### src/rtl/fpid_pkg.sv
package fpid_pkg;

    localparam int TEMP_W     = 13;
    localparam int GAIN_W     = 16;
    localparam int TIME_W     = 32;
    localparam int PWM_W      = 8;
    localparam int INTEG_W    = 22;
    localparam int DIFF_W     = TEMP_W + 1;
    localparam int PROD_W     = 52;
    localparam int ACC_W      = 52;
    localparam int MUL_A_W    = 32;
    localparam int MUL_B_W    = TIME_W + 1;
    // Magnitude bits of the derivative numerator, kept even for two quotient bits a cycle.
    localparam int DIV_W      = 50;
    localparam int IDX_W      = 3;
    localparam int CFG_DATA_W = 16;
    localparam int STEP_W     = 5;
    localparam int XS_W       = 15;
    localparam int SEL_W      = 3;
    localparam int ACC_OP_W   = 2;
    localparam int DP_OP_W    = 4;
    localparam int COND_W     = 3;

    // The duty is sum / 4096000, and 4096000 = 125 * 2^15.
    localparam int SCALE_SHIFT = 15;
    localparam int RECIP_SHIFT = 22;

    localparam logic signed [INTEG_W-1:0] INTEG_LIMIT = 22'sd1600000;
    localparam logic signed [TEMP_W-1:0]  ERR_MAX     = {1'b0, {(TEMP_W-1){1'b1}}};
    localparam logic signed [TEMP_W-1:0]  ERR_MIN     = {1'b1, {(TEMP_W-1){1'b0}}};
    localparam logic [PWM_W-1:0]          PWM_FULL    = 8'hFF;
    localparam logic [PWM_W-1:0]          PWM_OFF     = 8'h00;
    localparam logic [MUL_B_W-1:0]        K_MILLI     = 33'd1000;
    localparam logic [MUL_B_W-1:0]        K_MICRO     = 33'd1000000;
    localparam logic [MUL_B_W-1:0]        K_RECIP     = 33'd33555;
    localparam logic [ACC_W-SCALE_SHIFT-1:0] SCALED_FULL = 37'd32000;

    localparam logic [IDX_W-1:0] REG_TARGET    = 3'd0;
    localparam logic [IDX_W-1:0] REG_GAIN_P    = 3'd1;
    localparam logic [IDX_W-1:0] REG_GAIN_I    = 3'd2;
    localparam logic [IDX_W-1:0] REG_GAIN_D    = 3'd3;
    localparam logic [IDX_W-1:0] REG_CHG_THR   = 3'd4;
    localparam logic [IDX_W-1:0] REG_DIS_THR   = 3'd5;
    localparam logic [IDX_W-1:0] REG_CRIT_TEMP = 3'd6;

    typedef struct packed {
        logic signed [TEMP_W-1:0] target;
        logic [GAIN_W-1:0]        gain_p;
        logic [GAIN_W-1:0]        gain_i;
        logic [GAIN_W-1:0]        gain_d;
        logic signed [TEMP_W-1:0] chg_thr;
        logic signed [TEMP_W-1:0] dis_thr;
        logic signed [TEMP_W-1:0] crit;
    } cfg_t;

    localparam cfg_t CFG_RESET = '{
        target:  13'sd560,
        gain_p:  16'd512,
        gain_i:  16'd128,
        gain_d:  16'd256,
        chg_thr: 13'sd640,
        dis_thr: 13'sd800,
        crit:    13'sd960
    };

    // Multiplier operand selects.
    localparam logic [SEL_W-1:0] ASEL_ERR   = 3'd0;
    localparam logic [SEL_W-1:0] ASEL_PROD  = 3'd1;
    localparam logic [SEL_W-1:0] ASEL_INTEG = 3'd2;
    localparam logic [SEL_W-1:0] ASEL_DIFF  = 3'd3;
    localparam logic [SEL_W-1:0] ASEL_XS    = 3'd4;

    localparam logic [SEL_W-1:0] BSEL_DT    = 3'd0;
    localparam logic [SEL_W-1:0] BSEL_GP    = 3'd1;
    localparam logic [SEL_W-1:0] BSEL_GI    = 3'd2;
    localparam logic [SEL_W-1:0] BSEL_GD    = 3'd3;
    localparam logic [SEL_W-1:0] BSEL_MILLI = 3'd4;
    localparam logic [SEL_W-1:0] BSEL_MICRO = 3'd5;
    localparam logic [SEL_W-1:0] BSEL_RECIP = 3'd6;

    localparam logic [ACC_OP_W-1:0] ACC_NONE = 2'd0;
    localparam logic [ACC_OP_W-1:0] ACC_LOAD = 2'd1;
    localparam logic [ACC_OP_W-1:0] ACC_ADD  = 2'd2;
    localparam logic [ACC_OP_W-1:0] ACC_ADDQ = 2'd3;

    localparam logic [DP_OP_W-1:0] DP_NOP   = 4'd0;
    localparam logic [DP_OP_W-1:0] DP_CRIT  = 4'd1;
    localparam logic [DP_OP_W-1:0] DP_THR   = 4'd2;
    localparam logic [DP_OP_W-1:0] DP_ERR   = 4'd3;
    localparam logic [DP_OP_W-1:0] DP_INTEG = 4'd4;
    localparam logic [DP_OP_W-1:0] DP_DIFF  = 4'd5;
    localparam logic [DP_OP_W-1:0] DP_DIVGO = 4'd6;
    localparam logic [DP_OP_W-1:0] DP_SCALE = 4'd7;
    localparam logic [DP_OP_W-1:0] DP_PWM   = 4'd8;

    localparam logic [COND_W-1:0] C_NEVER    = 3'd0;
    localparam logic [COND_W-1:0] C_ALWAYS   = 3'd1;
    localparam logic [COND_W-1:0] C_NO_IN    = 3'd2;
    localparam logic [COND_W-1:0] C_CRIT     = 3'd3;
    localparam logic [COND_W-1:0] C_NOT_PID  = 3'd4;
    localparam logic [COND_W-1:0] C_DT_ZERO  = 3'd5;
    localparam logic [COND_W-1:0] C_DIV_BUSY = 3'd6;
    localparam logic [COND_W-1:0] C_OUT_BUSY = 3'd7;

    // Program addresses.
    localparam logic [STEP_W-1:0] S_IDLE  = 5'd0;
    localparam logic [STEP_W-1:0] S_CHK   = 5'd1;
    localparam logic [STEP_W-1:0] S_THR   = 5'd2;
    localparam logic [STEP_W-1:0] S_ERR   = 5'd3;
    localparam logic [STEP_W-1:0] S_MED   = 5'd4;
    localparam logic [STEP_W-1:0] S_INTEG = 5'd5;
    localparam logic [STEP_W-1:0] S_MK    = 5'd6;
    localparam logic [STEP_W-1:0] S_MI    = 5'd7;
    localparam logic [STEP_W-1:0] S_DIFF  = 5'd8;
    localparam logic [STEP_W-1:0] S_MD    = 5'd9;
    localparam logic [STEP_W-1:0] S_MM    = 5'd10;
    localparam logic [STEP_W-1:0] S_DIVGO = 5'd11;
    localparam logic [STEP_W-1:0] S_DIVW  = 5'd12;
    localparam logic [STEP_W-1:0] S_ADDQ  = 5'd13;
    localparam logic [STEP_W-1:0] S_SCALE = 5'd14;
    localparam logic [STEP_W-1:0] S_MR    = 5'd15;
    localparam logic [STEP_W-1:0] S_PWM   = 5'd16;
    localparam logic [STEP_W-1:0] S_EMIT  = 5'd17;

    typedef struct packed {
        logic                take;
        logic                emit;
        logic                mul_en;
        logic [SEL_W-1:0]    a_sel;
        logic [SEL_W-1:0]    b_sel;
        logic [ACC_OP_W-1:0] acc_op;
        logic [DP_OP_W-1:0]  dp_op;
        logic [COND_W-1:0]   wait_c;
        logic [COND_W-1:0]   jmp_c;
        logic [STEP_W-1:0]   target;
    } cw_t;

    typedef struct packed {
        logic crit_hit;
        logic not_pid;
        logic dt_zero;
        logic div_busy;
    } dp_stat_t;

    function automatic cw_t mkcw(
        input logic                take,
        input logic                emit,
        input logic                mul_en,
        input logic [SEL_W-1:0]    a_sel,
        input logic [SEL_W-1:0]    b_sel,
        input logic [ACC_OP_W-1:0] acc_op,
        input logic [DP_OP_W-1:0]  dp_op,
        input logic [COND_W-1:0]   wait_c,
        input logic [COND_W-1:0]   jmp_c,
        input logic [STEP_W-1:0]   target
    );
        cw_t w;
        w.take   = take;
        w.emit   = emit;
        w.mul_en = mul_en;
        w.a_sel  = a_sel;
        w.b_sel  = b_sel;
        w.acc_op = acc_op;
        w.dp_op  = dp_op;
        w.wait_c = wait_c;
        w.jmp_c  = jmp_c;
        w.target = target;
        return w;
    endfunction

    // Microcode store. A step stays put while its wait condition holds, then
    // jumps when its jump condition holds, and otherwise falls through.
    function automatic cw_t ucode(input logic [STEP_W-1:0] addr);
        cw_t w;
        unique case (addr)
            S_IDLE:  w = mkcw(1'b1, 1'b0, 1'b0, ASEL_ERR, BSEL_DT, ACC_NONE, DP_NOP,
                              C_NO_IN, C_NEVER, S_IDLE);
            S_CHK:   w = mkcw(1'b0, 1'b0, 1'b0, ASEL_ERR, BSEL_DT, ACC_NONE, DP_CRIT,
                              C_NEVER, C_CRIT, S_EMIT);
            S_THR:   w = mkcw(1'b0, 1'b0, 1'b0, ASEL_ERR, BSEL_DT, ACC_NONE, DP_THR,
                              C_NEVER, C_NOT_PID, S_EMIT);
            S_ERR:   w = mkcw(1'b0, 1'b0, 1'b0, ASEL_ERR, BSEL_DT, ACC_NONE, DP_ERR,
                              C_NEVER, C_NEVER, S_IDLE);
            S_MED:   w = mkcw(1'b0, 1'b0, 1'b1, ASEL_ERR, BSEL_DT, ACC_NONE, DP_NOP,
                              C_NEVER, C_NEVER, S_IDLE);
            S_INTEG: w = mkcw(1'b0, 1'b0, 1'b1, ASEL_ERR, BSEL_GP, ACC_NONE, DP_INTEG,
                              C_NEVER, C_NEVER, S_IDLE);
            S_MK:    w = mkcw(1'b0, 1'b0, 1'b1, ASEL_PROD, BSEL_MILLI, ACC_NONE, DP_NOP,
                              C_NEVER, C_NEVER, S_IDLE);
            S_MI:    w = mkcw(1'b0, 1'b0, 1'b1, ASEL_INTEG, BSEL_GI, ACC_LOAD, DP_NOP,
                              C_NEVER, C_NEVER, S_IDLE);
            S_DIFF:  w = mkcw(1'b0, 1'b0, 1'b0, ASEL_ERR, BSEL_DT, ACC_ADD, DP_DIFF,
                              C_NEVER, C_DT_ZERO, S_SCALE);
            S_MD:    w = mkcw(1'b0, 1'b0, 1'b1, ASEL_DIFF, BSEL_GD, ACC_NONE, DP_NOP,
                              C_NEVER, C_NEVER, S_IDLE);
            S_MM:    w = mkcw(1'b0, 1'b0, 1'b1, ASEL_PROD, BSEL_MICRO, ACC_NONE, DP_NOP,
                              C_NEVER, C_NEVER, S_IDLE);
            S_DIVGO: w = mkcw(1'b0, 1'b0, 1'b0, ASEL_ERR, BSEL_DT, ACC_NONE, DP_DIVGO,
                              C_NEVER, C_NEVER, S_IDLE);
            S_DIVW:  w = mkcw(1'b0, 1'b0, 1'b0, ASEL_ERR, BSEL_DT, ACC_NONE, DP_NOP,
                              C_DIV_BUSY, C_NEVER, S_IDLE);
            S_ADDQ:  w = mkcw(1'b0, 1'b0, 1'b0, ASEL_ERR, BSEL_DT, ACC_ADDQ, DP_NOP,
                              C_NEVER, C_NEVER, S_IDLE);
            S_SCALE: w = mkcw(1'b0, 1'b0, 1'b0, ASEL_ERR, BSEL_DT, ACC_NONE, DP_SCALE,
                              C_NEVER, C_NEVER, S_IDLE);
            S_MR:    w = mkcw(1'b0, 1'b0, 1'b1, ASEL_XS, BSEL_RECIP, ACC_NONE, DP_NOP,
                              C_NEVER, C_NEVER, S_IDLE);
            S_PWM:   w = mkcw(1'b0, 1'b0, 1'b0, ASEL_ERR, BSEL_DT, ACC_NONE, DP_PWM,
                              C_NEVER, C_NEVER, S_IDLE);
            S_EMIT:  w = mkcw(1'b0, 1'b1, 1'b0, ASEL_ERR, BSEL_DT, ACC_NONE, DP_NOP,
                              C_OUT_BUSY, C_ALWAYS, S_IDLE);
            default: w = mkcw(1'b0, 1'b0, 1'b0, ASEL_ERR, BSEL_DT, ACC_NONE, DP_NOP,
                              C_NEVER, C_ALWAYS, S_IDLE);
        endcase
        return w;
    endfunction

endpackage

### src/rtl/fpid_div.sv
module fpid_div (
    input  logic                               clk,
    input  logic                               rst_n,
    input  logic                               go,
    input  logic signed [fpid_pkg::ACC_W-1:0]  num,
    input  logic [fpid_pkg::TIME_W-1:0]        den,
    output logic                               busy,
    output logic signed [fpid_pkg::ACC_W-1:0]  quo
);
    import fpid_pkg::*;

    localparam int ITER  = DIV_W / 2;
    localparam int CNT_W = $clog2(ITER);

    logic                busy_reg, busy_next;
    logic [CNT_W-1:0]    cnt_reg, cnt_next;
    logic [TIME_W-1:0]   rem_reg, rem_next;
    logic [DIV_W-1:0]    q_reg, q_next;
    logic                neg_reg, neg_next;
    logic [ACC_W-1:0]    mag_full;
    logic [TIME_W-1:0]   rem_mid;
    logic [DIV_W-1:0]    q_mid;
    logic [ACC_W-1:0]    q_ext;

    // One restoring step: shift in the next dividend bit, subtract if it fits.
    function automatic logic [TIME_W+DIV_W-1:0] div_step(
        input logic [TIME_W-1:0] r,
        input logic [DIV_W-1:0]  q,
        input logic [TIME_W-1:0] d
    );
        logic [TIME_W:0]    trial;
        logic [DIV_W-1:0]   q_o;
        trial = {r, q[DIV_W-1]};
        q_o   = {q[DIV_W-2:0], 1'b0};
        if (trial >= {1'b0, d})
        begin
            trial  = trial - {1'b0, d};
            q_o[0] = 1'b1;
        end
        return {trial[TIME_W-1:0], q_o};
    endfunction

    assign mag_full = num[ACC_W-1] ? ACC_W'(-num) : ACC_W'(num);

    always_comb
    begin
        busy_next = busy_reg;
        cnt_next  = cnt_reg;
        rem_next  = rem_reg;
        q_next    = q_reg;
        neg_next  = neg_reg;
        {rem_mid, q_mid} = div_step(rem_reg, q_reg, den);
        if (go)
        begin
            busy_next = 1'b1;
            cnt_next  = CNT_W'(ITER - 1);
            rem_next  = '0;
            q_next    = mag_full[DIV_W-1:0];
            neg_next  = num[ACC_W-1];
        end
        else if (busy_reg)
        begin
            {rem_next, q_next} = div_step(rem_mid, q_mid, den);
            if (cnt_reg == '0)
            begin
                busy_next = 1'b0;
            end
            else
            begin
                cnt_next = cnt_reg - 1'b1;
            end
        end
    end

    always_ff @(posedge clk or negedge rst_n)
    begin
        if (!rst_n)
        begin
            busy_reg <= 1'b0;
            cnt_reg  <= '0;
        end
        else
        begin
            busy_reg <= busy_next;
            cnt_reg  <= cnt_next;
        end
    end

    always_ff @(posedge clk)
    begin
        rem_reg <= rem_next;
        q_reg   <= q_next;
        neg_reg <= neg_next;
    end

    assign q_ext = {{(ACC_W-DIV_W){1'b0}}, q_reg};
    assign quo   = neg_reg ? -$signed(q_ext) : $signed(q_ext);
    assign busy  = busy_reg;

endmodule

### src/rtl/fpid_dp.sv
module fpid_dp (
    input  logic                               clk,
    input  logic                               rst_n,
    input  fpid_pkg::cw_t                      cw,
    input  fpid_pkg::cfg_t                     cfg,
    input  logic                               in_valid,
    input  logic signed [fpid_pkg::TEMP_W-1:0] temperature,
    input  logic [fpid_pkg::TIME_W-1:0]        now_ms,
    input  logic                               is_charging,
    input  logic                               use_pid,
    output fpid_pkg::dp_stat_t                 stat,
    output logic [fpid_pkg::PWM_W-1:0]         res_pwm,
    output logic                               res_crit
);
    import fpid_pkg::*;

    localparam int SUM_W = PROD_W + 1;
    localparam logic signed [SUM_W-1:0] LIM_HI = SUM_W'(INTEG_LIMIT);
    localparam logic signed [SUM_W-1:0] LIM_LO = -LIM_HI;

    logic signed [TEMP_W-1:0]  temp_reg;
    logic [TIME_W-1:0]         now_reg;
    logic                      chg_reg;
    logic                      pid_reg;
    logic signed [TEMP_W-1:0]  err_reg, err_next;
    logic [TIME_W-1:0]         dt_reg, dt_next;
    logic signed [DIFF_W-1:0]  diff_reg, diff_next;
    logic signed [PROD_W-1:0]  prod_reg, prod_next;
    logic signed [ACC_W-1:0]   acc_reg, acc_next;
    logic [XS_W-1:0]           xs_reg, xs_next;
    logic                      neg_reg, neg_next;
    logic                      big_reg, big_next;
    logic signed [INTEG_W-1:0] integ_reg, integ_next;
    logic signed [TEMP_W-1:0]  perr_reg, perr_next;
    logic [TIME_W-1:0]         ptime_reg, ptime_next;
    logic [PWM_W-1:0]          pwm_reg, pwm_next;
    logic                      crit_reg, crit_next;

    logic signed [DIFF_W-1:0]          raw_err;
    logic signed [TEMP_W-1:0]          err_sat;
    logic signed [MUL_A_W-1:0]         mul_a;
    logic signed [MUL_B_W-1:0]         mul_b;
    logic signed [MUL_A_W+MUL_B_W-1:0] mul_full;
    logic signed [SUM_W-1:0]           integ_sum;
    logic signed [INTEG_W-1:0]         integ_clamp;
    logic signed [TEMP_W-1:0]          thr;
    logic [ACC_W-SCALE_SHIFT-1:0]      scaled;
    logic                              div_go;
    logic                              div_busy;
    logic signed [ACC_W-1:0]           quo;

    fpid_div u_div (
        .clk   (clk),
        .rst_n (rst_n),
        .go    (div_go),
        .num   (prod_reg),
        .den   (dt_reg),
        .busy  (div_busy),
        .quo   (quo)
    );

    assign div_go = (cw.dp_op == DP_DIVGO);

    // Error against the setpoint, saturated to the 13-bit range.
    always_comb
    begin
        raw_err = DIFF_W'(temp_reg) - DIFF_W'($signed(cfg.target));
        if (raw_err[DIFF_W-1] != raw_err[DIFF_W-2])
        begin
            err_sat = raw_err[DIFF_W-1] ? ERR_MIN : ERR_MAX;
        end
        else
        begin
            err_sat = raw_err[TEMP_W-1:0];
        end
    end

    always_comb
    begin
        integ_sum = SUM_W'(prod_reg) + SUM_W'(integ_reg);
        if (integ_sum > LIM_HI)
        begin
            integ_clamp = INTEG_LIMIT;
        end
        else if (integ_sum < LIM_LO)
        begin
            integ_clamp = -INTEG_LIMIT;
        end
        else
        begin
            integ_clamp = integ_sum[INTEG_W-1:0];
        end
    end

    always_comb
    begin
        unique case (cw.a_sel)
            ASEL_ERR:   mul_a = MUL_A_W'(err_reg);
            ASEL_PROD:  mul_a = prod_reg[MUL_A_W-1:0];
            ASEL_INTEG: mul_a = MUL_A_W'(integ_reg);
            ASEL_DIFF:  mul_a = MUL_A_W'(diff_reg);
            ASEL_XS:    mul_a = MUL_A_W'(xs_reg);
            default:    mul_a = '0;
        endcase
        unique case (cw.b_sel)
            BSEL_DT:    mul_b = MUL_B_W'(dt_reg);
            BSEL_GP:    mul_b = MUL_B_W'(cfg.gain_p);
            BSEL_GI:    mul_b = MUL_B_W'(cfg.gain_i);
            BSEL_GD:    mul_b = MUL_B_W'(cfg.gain_d);
            BSEL_MILLI: mul_b = K_MILLI;
            BSEL_MICRO: mul_b = K_MICRO;
            BSEL_RECIP: mul_b = K_RECIP;
            default:    mul_b = '0;
        endcase
        mul_full = mul_a * mul_b;
    end

    assign prod_next = cw.mul_en ? mul_full[PROD_W-1:0] : prod_reg;
    assign thr       = chg_reg ? $signed(cfg.chg_thr) : $signed(cfg.dis_thr);
    assign scaled    = acc_reg[ACC_W-1:SCALE_SHIFT];

    always_comb
    begin
        unique case (cw.acc_op)
            ACC_NONE: acc_next = acc_reg;
            ACC_LOAD: acc_next = prod_reg;
            ACC_ADD:  acc_next = acc_reg + prod_reg;
            ACC_ADDQ: acc_next = acc_reg + quo;
            default:  acc_next = acc_reg;
        endcase
    end

    always_comb
    begin
        err_next   = err_reg;
        dt_next    = dt_reg;
        diff_next  = diff_reg;
        xs_next    = xs_reg;
        neg_next   = neg_reg;
        big_next   = big_reg;
        integ_next = integ_reg;
        perr_next  = perr_reg;
        ptime_next = ptime_reg;
        pwm_next   = pwm_reg;
        crit_next  = crit_reg;
        unique case (cw.dp_op)
            DP_CRIT:
            begin
                pwm_next  = PWM_FULL;
                crit_next = 1'b1;
            end
            DP_THR:
            begin
                pwm_next  = (temp_reg > thr) ? PWM_FULL : PWM_OFF;
                crit_next = 1'b0;
            end
            DP_ERR:
            begin
                err_next = err_sat;
                dt_next  = now_reg - ptime_reg;
            end
            DP_INTEG:
            begin
                integ_next = integ_clamp;
                ptime_next = now_reg;
            end
            DP_DIFF:
            begin
                diff_next = DIFF_W'(err_reg) - DIFF_W'(perr_reg);
                perr_next = err_reg;
            end
            DP_SCALE:
            begin
                // Negative sums truncate to zero or below, so they give zero duty.
                neg_next = acc_reg[ACC_W-1];
                big_next = !acc_reg[ACC_W-1] && (scaled >= SCALED_FULL);
                xs_next  = acc_reg[SCALE_SHIFT+XS_W-1:SCALE_SHIFT];
            end
            DP_PWM:
            begin
                if (neg_reg)
                begin
                    pwm_next = PWM_OFF;
                end
                else if (big_reg)
                begin
                    pwm_next = PWM_FULL;
                end
                else
                begin
                    pwm_next = prod_reg[RECIP_SHIFT+PWM_W-1:RECIP_SHIFT];
                end
                crit_next = 1'b0;
            end
            default:
            begin
            end
        endcase
    end

    always_ff @(posedge clk or negedge rst_n)
    begin
        if (!rst_n)
        begin
            integ_reg <= '0;
            perr_reg  <= '0;
            ptime_reg <= '0;
            pwm_reg   <= PWM_OFF;
            crit_reg  <= 1'b0;
        end
        else
        begin
            integ_reg <= integ_next;
            perr_reg  <= perr_next;
            ptime_reg <= ptime_next;
            pwm_reg   <= pwm_next;
            crit_reg  <= crit_next;
        end
    end

    always_ff @(posedge clk)
    begin
        if (cw.take && in_valid)
        begin
            temp_reg <= temperature;
            now_reg  <= now_ms;
            chg_reg  <= is_charging;
            pid_reg  <= use_pid;
        end
        err_reg  <= err_next;
        dt_reg   <= dt_next;
        diff_reg <= diff_next;
        prod_reg <= prod_next;
        acc_reg  <= acc_next;
        xs_reg   <= xs_next;
        neg_reg  <= neg_next;
        big_reg  <= big_next;
    end

    assign stat.crit_hit = (temp_reg > $signed(cfg.crit));
    assign stat.not_pid  = !pid_reg;
    assign stat.dt_zero  = (dt_reg == '0);
    assign stat.div_busy = div_busy;
    assign res_pwm       = pwm_reg;
    assign res_crit      = crit_reg;

    a_integ_bounded: assert property (@(posedge clk) disable iff (!rst_n)
        (integ_reg <= INTEG_LIMIT) && (integ_reg >= -INTEG_LIMIT))
        else $error("integral left its anti-windup range");

    a_div_no_restart: assert property (@(posedge clk) disable iff (!rst_n)
        div_go |-> !div_busy)
        else $error("divider started while still busy");

    a_crit_full: assert property (@(posedge clk) disable iff (!rst_n)
        crit_reg |-> (pwm_reg == PWM_FULL))
        else $error("critical result without full duty");

endmodule

### config.mk
export PLATFORM = sky130hd
export DESIGN_NAME = fpid_dp
export DESIGN_NICKNAME = d
export VERILOG_FILES = /design/src/rtl/fpid_pkg.sv /design/src/rtl/fpid_div.sv /design/src/rtl/fpid_dp.sv
export SDC_FILE = /design/constraint.sdc
export NUM_CORES = 2
export LEC_CHECK = 0
export BUFFER_PORTS_ARGS = -buffer_cell sky130_fd_sc_hd__buf_2
export CAP_MARGIN = 20
export CORE_MARGIN = 2
export CORE_UTILIZATION = 40
export DETAILED_ROUTE_END_ITERATION = 6
export SLEW_MARGIN = 30
export SYNTH_ARGS = -nofsm -noshare
export SYNTH_HDL_FRONTEND = slang
export SYNTH_SLANG_ARGS = --single-unit
### constraint.sdc
create_clock -name clk -period 13.6 [get_ports clk]
set_input_delay 0.68 -clock clk [delete_from_list [all_inputs] [get_ports clk]]
set_output_delay 0.68 -clock clk [all_outputs]
set_load 0.05 [all_outputs]
======== After elaboration in Yosys (flattened, before gate mapping) ========
Cells that the tools add are included.
cells by class
  order comparisons ....................... 7
  add/sub/neg operators ................... 11
  multiply operators ...................... 1
  mux-type cells .......................... 27
  reduce and logical (&&, ||, !) cells .... 14
  equality and inequality tests ........... 23
operators with widths
  operator              number
  $pmux 32 s7           1
  $pmux 32 s5           1
  $pmux 52 s3           1
  $mux 50               3
  $add 52x52->52        2
  $sub 32x32->32        3
  $ge 33x32->1          2
  $mux 32               2
  $add 52x22->53        1
  $gt 53x22->1 const B  1
  $lt 53x22->1 const B  1
  $mul 32x33->52        1
  $mux 52               1
  $neg 50->52           1
  $neg 50->50           1
  $mux 22               2
  $mux 13               3
  $ge 37x15->1 const B  1
  $logic_not 32->1      1
  $sub 13x13->14        2
  $gt 13x13->1          2
  $mux 8                3
  $pmux 8 s3            1
  $eq 4x3->1 const B    4
  23 further kinds      42
storage, ports and cells
  word-level logic and storage cells ...... 105
  input bits .............................. 176
  register bits after elaboration ......... 392

======== Depth between registers and ports, before layout ========
  depth after elaboration ................. 6
  depth in mapped cells ................... 40
  depth with buffers taken out ............ 35

======== Cells and area by module ========
A second synthesis with hierarchy kept.
unflattened totals
  cells, all modules ...................... 7043
  area total of the unflattened synthesis .. 61883.1 µm²
modules (own cells, without submodules)
  module    instances  cells each  area each (µm²)  seq. area each (µm²)
  fpid_dp   1          5864        52426.5          8718.4
  fpid_div  1          1179        9456.6           2322.2

======== Worst setup path after synthesis ========
Ideal clock, no wire load.
  kind .................................... input -> register
  start ................................... in cw[21] (netlist name)
  end ..................................... reg prod_reg[49], data pin
  path buffers ............................ 5
  cell stages on the path ................. 36
  required time ........................... 13.342 ns
  setup time .............................. 0.258 ns
  path slack .............................. 3.808 ns
  arrival ................................. 9.534 ns
  path through ............................ clkbuf_1 nor2_1 and2_1 clkbuf_1 clkbuf_1 nand2_1 o21ai_0 a221oi_1 clkbuf_1 nor2_1 fa_1 fa_1 fa_1 inv_1 fa_1 inv_1 fa_1 fa_1 fa_1 inv_1 fa_1 inv_1 ha_1 clkbuf_1 a21o_1 a21oi_1 o21ai_0 nor3_1 nand3_1 a221o_1 o311ai_0 a21oi_1 o31ai_1 o311ai_0 a21oi_1 xnor2_1
between the ends
  cells in the longest elaborated chain, start to end .. 3
  elaborated cells between the ends (all ways) .. 7
  those cells by class .................... 1 x mul; 4 x eq/ne; 1 x mux; 1 x reduce/logical
ends and longest elaborated chain
  element                             RTL line        text
  start: declaration                  fpid_dp.sv:4    input fpid_pkg::cw_t cw,
  $eq 3x3->1 (tied with other cells)  fpid_dp.sv:97   unique case (cw.a_sel)
  $pmux 32 s5 (*)                     fpid_dp.sv:97
  $mul 32x33->52 (*)                  fpid_dp.sv:115  mul_full = mul_a * mul_b;
  named net mul_full[49]              fpid_dp.sv:43   logic signed [MUL_A_W+MUL_B_W-1:0] mul_full;
  end signal: assignment              fpid_dp.sv:233  prod_reg <= prod_next;
  end: declaration                    fpid_dp.sv:28   logic signed [PROD_W-1:0] prod_reg, prod_next;
Mark *: on every way through the listed nets, which the timed path passes. The rest lies on a longest branch.
A chain may end at the register's enable or synchronous reset.

======== Worst setup path in the final report ========
  start ................................... in cw[21] (netlist name)
  end ..................................... reg prod_reg[50], data pin
The elaborated chain is that of the path after synthesis.

==> results.toml <==
[sta]
setup_viol = 0
fin_crit_ps = 11290
rsz0062_at_grt = "false"
fin_crit_sh = 0.830
maxSlewHeadroom = 0.307
max_freq_mhz = 88.6
worst_pin_slew_ps = 1010
clock_skew_ps = 48.5
hold-worst-slack_ps = 245
finalHoldViolations = 0
tns_ps = 0
drv_slew = 0

[place]
dp_cells = 9030
placed_area_sq_um = 64600
dp_hpwl_mm = 161
io_buffers = 176
gp_congestion = 0.987

[cts]
htreeDepth = 2
cts_made_buffers = 47
cts_tree = "done"
cts_sinks = 392
clock_path_buffers = 3
postCtsSetupRepairBufs = 0
clkLatencyLatePin_ps = 640
cts-root-buf = "clkbuf_16"
clkTransAtPathRegs_ps = 70

[grt]
grt_pass1_wl_mm = 314
antenna_found_initial = 10
grt-ovfl-total = 0
grt_pass1_vias = 51600
grt_usage = 0.262
grt_max_degree = 101

[logic_synthesis]
yosys.area.top_type = "fa_1"
syn_area_sq_um = 61000
async_flop_share = 0.209
synth.most_common_cell = "inv_1"
synth_cells = 7000
synth_area_leaders = "fa_1 28%, edfxtp_1 14%, ha_1 9.7%"
yosys_register_bits = 392
yosysSeqAreaShare = 0.181
synth_nets = 8490
ys.flop_type = "edfxtp_1"
synthTopCellsByCount = "1111 x inv_1, 842 x fa_1, 799 x nor2_1"
yosysWarnings = 0
synth_top_cell_area_share = 0.276
synth_edf_count = 278
ys_types = 93
avgSynthCellArea_sq_um = 8.71

[die]
core-area_sq_um = 152000
num_rows = 143
die_h_microns = 394
fp.dieW_microns = 394
initial_utilization = 0.402
pin_count = 189
fp.dieArea_sq_um = 156000

[cells_and_area]
fin_util = 0.437
drive_gt1_frac = 0.0814
layoutNonFillerInstCount = 9124
area_growth_pct = 8.69
stdcell_area_sq_um = 66300
nets = 8540

[power]
ir_drop_mv = 0.301
power.leakage_uw = 0.0308
power_density_nw_per_um2 = 255

[critical_path]
required_ps = 13940
critPathMaxFanout = 20
crit_type = "in -> reg"
cp.arrival_ps = 11630
crit_path_end_kind = "register"
cp-startpoint = "cw[21]"
crit-reg2reg-launch = "err_reg[12]"
start_kind = "input pin"

[outcome]
status = "finished clean"

[worst_hold_path]
holdCritStartpoint = "temperature[6]"
hold_class = "in -> reg"

[drt]
wl_met3_mm = 18.1
route.met2.wl_mm = 92.4
route.antenna.remaining_nets = 0
viasPerCell = 5.59
drt_wl_total_mm = 205
drc = 0
firstDrtPassIters = 6
initialDrtViolationCount = 4417
route.vias.total = 51000
drt-met1-wl_mm = 85.4
dr.max_layer_used = "met5"
wl_per_cell_microns = 22.5

[run]
drv_cap = 0
-- what timing repair did --
item / CTS / global route
hold endpoints to repair: 18 / 0
resized for setup: 0 / 0
hold buffers: 1 / 0
-- through the flow --
stage / total power, uW / setup slack [ps]
floorplan: 11700 / 3810
global placement: 15200 / 1900
detailed placement: 15300 / 1910
CTS: 16800 / 2510
global route: 18300 / 2060
finish: 16900 / 2310
-- layer usage --
layer	global-route usage	vias to the layer above
met1	0.352	25500
met4	0.104	10
met5	0	-
li1	-	23000
met3	0.0514	444
met2	0.417	2040
-- power by group --
group	internal (uW)	switching, uW	total [uW]
logic	5220	7760	13000
registers	2030	525	2560
clock network	752	585	1340
-- logic make-up (layout without fill, tap and decap cells) --
group,count (synthesis),after routing,share of synthesized area
multiplexers,102,102,0.0183
flip-flops,392,392,0.181
adder cells (fa/ha/maj),1314,1314,0.373
XOR/XNOR,318,318,0.0458
other,0,5,0
buffers and inverters,1433,1522,0.0887
AND/OR/NAND/NOR,2116,2116,0.151
AO/OA/AOI/OAI,1325,1325,0.142
-- worst paths after layout --
check / to / slack, ps / cells after the start
hold reg to reg: ptime_reg[0] / 490 / 2
min in group asynchronous: res_crit / 480 / 2
max in group asynchronous: u_div.busy / 12140 / 3
setup reg to reg: prod_reg[50] / 3050 / 27
setup / recovery: prod_reg[50] / 2310 / 27
hold / removal: temp_reg[6] / 240 / 1
-- worst max-delay path, cell delays in order --
cell	delay, ps
buf_2	490
nor2b_1	290
nor2b_4	790
a21o_1	860
a21o_1	420
inv_1	410
fa_1	570
fa_1	560
fa_1	570
fa_1	520
inv_1	60
fa_1	520
fa_1	450
fa_1	550
inv_1	70
fa_1	580
inv_1	60
ha_1	350
a21oi_1	200
and3_1	180
nand4_1	140
a2111oi_0	900
o31ai_1	450
a31oi_1	400
nor2_1	100
a221oi_1	320
xnor2_1	110
-- cell type report --
cell class | instances | area, sq um
Clock inverter | 35 | 385
Multi-Input combinational cell | 5175 | 44900
Antenna cell | 5 | 12.5
Fill cell | 15100 | 85500
Inverter | 1112 | 4170
Timing Repair Buffer | 322 | 1990
Tap cell | 2030 | 2540
Sequential cell | 392 | 11000
Clock buffer | 53 | 1220
-- placed cells by master, fill, tap and decap left out, types with 71 or more instances in the layout --
| master | count |
|---|---|
| xnor2_1 | 181 |
| nand3_1 | 71 |
| o21ai_0 | 356 |
| fa_1 | 842 |
| nand2_1 | 791 |
| inv_1 | 1110 |
| xor2_1 | 136 |
| ha_1 | 472 |
| a21o_1 | 145 |
| buf_2 | 175 |
| nor2_1 | 796 |
| nor3_1 | 82 |
| buf_4 | 143 |
| a21oi_1 | 279 |
| dfrtp_1 | 81 |
| o21a_1 | 75 |
| edfxtp_1 | 278 |
(Power assumes the default switching activity.)
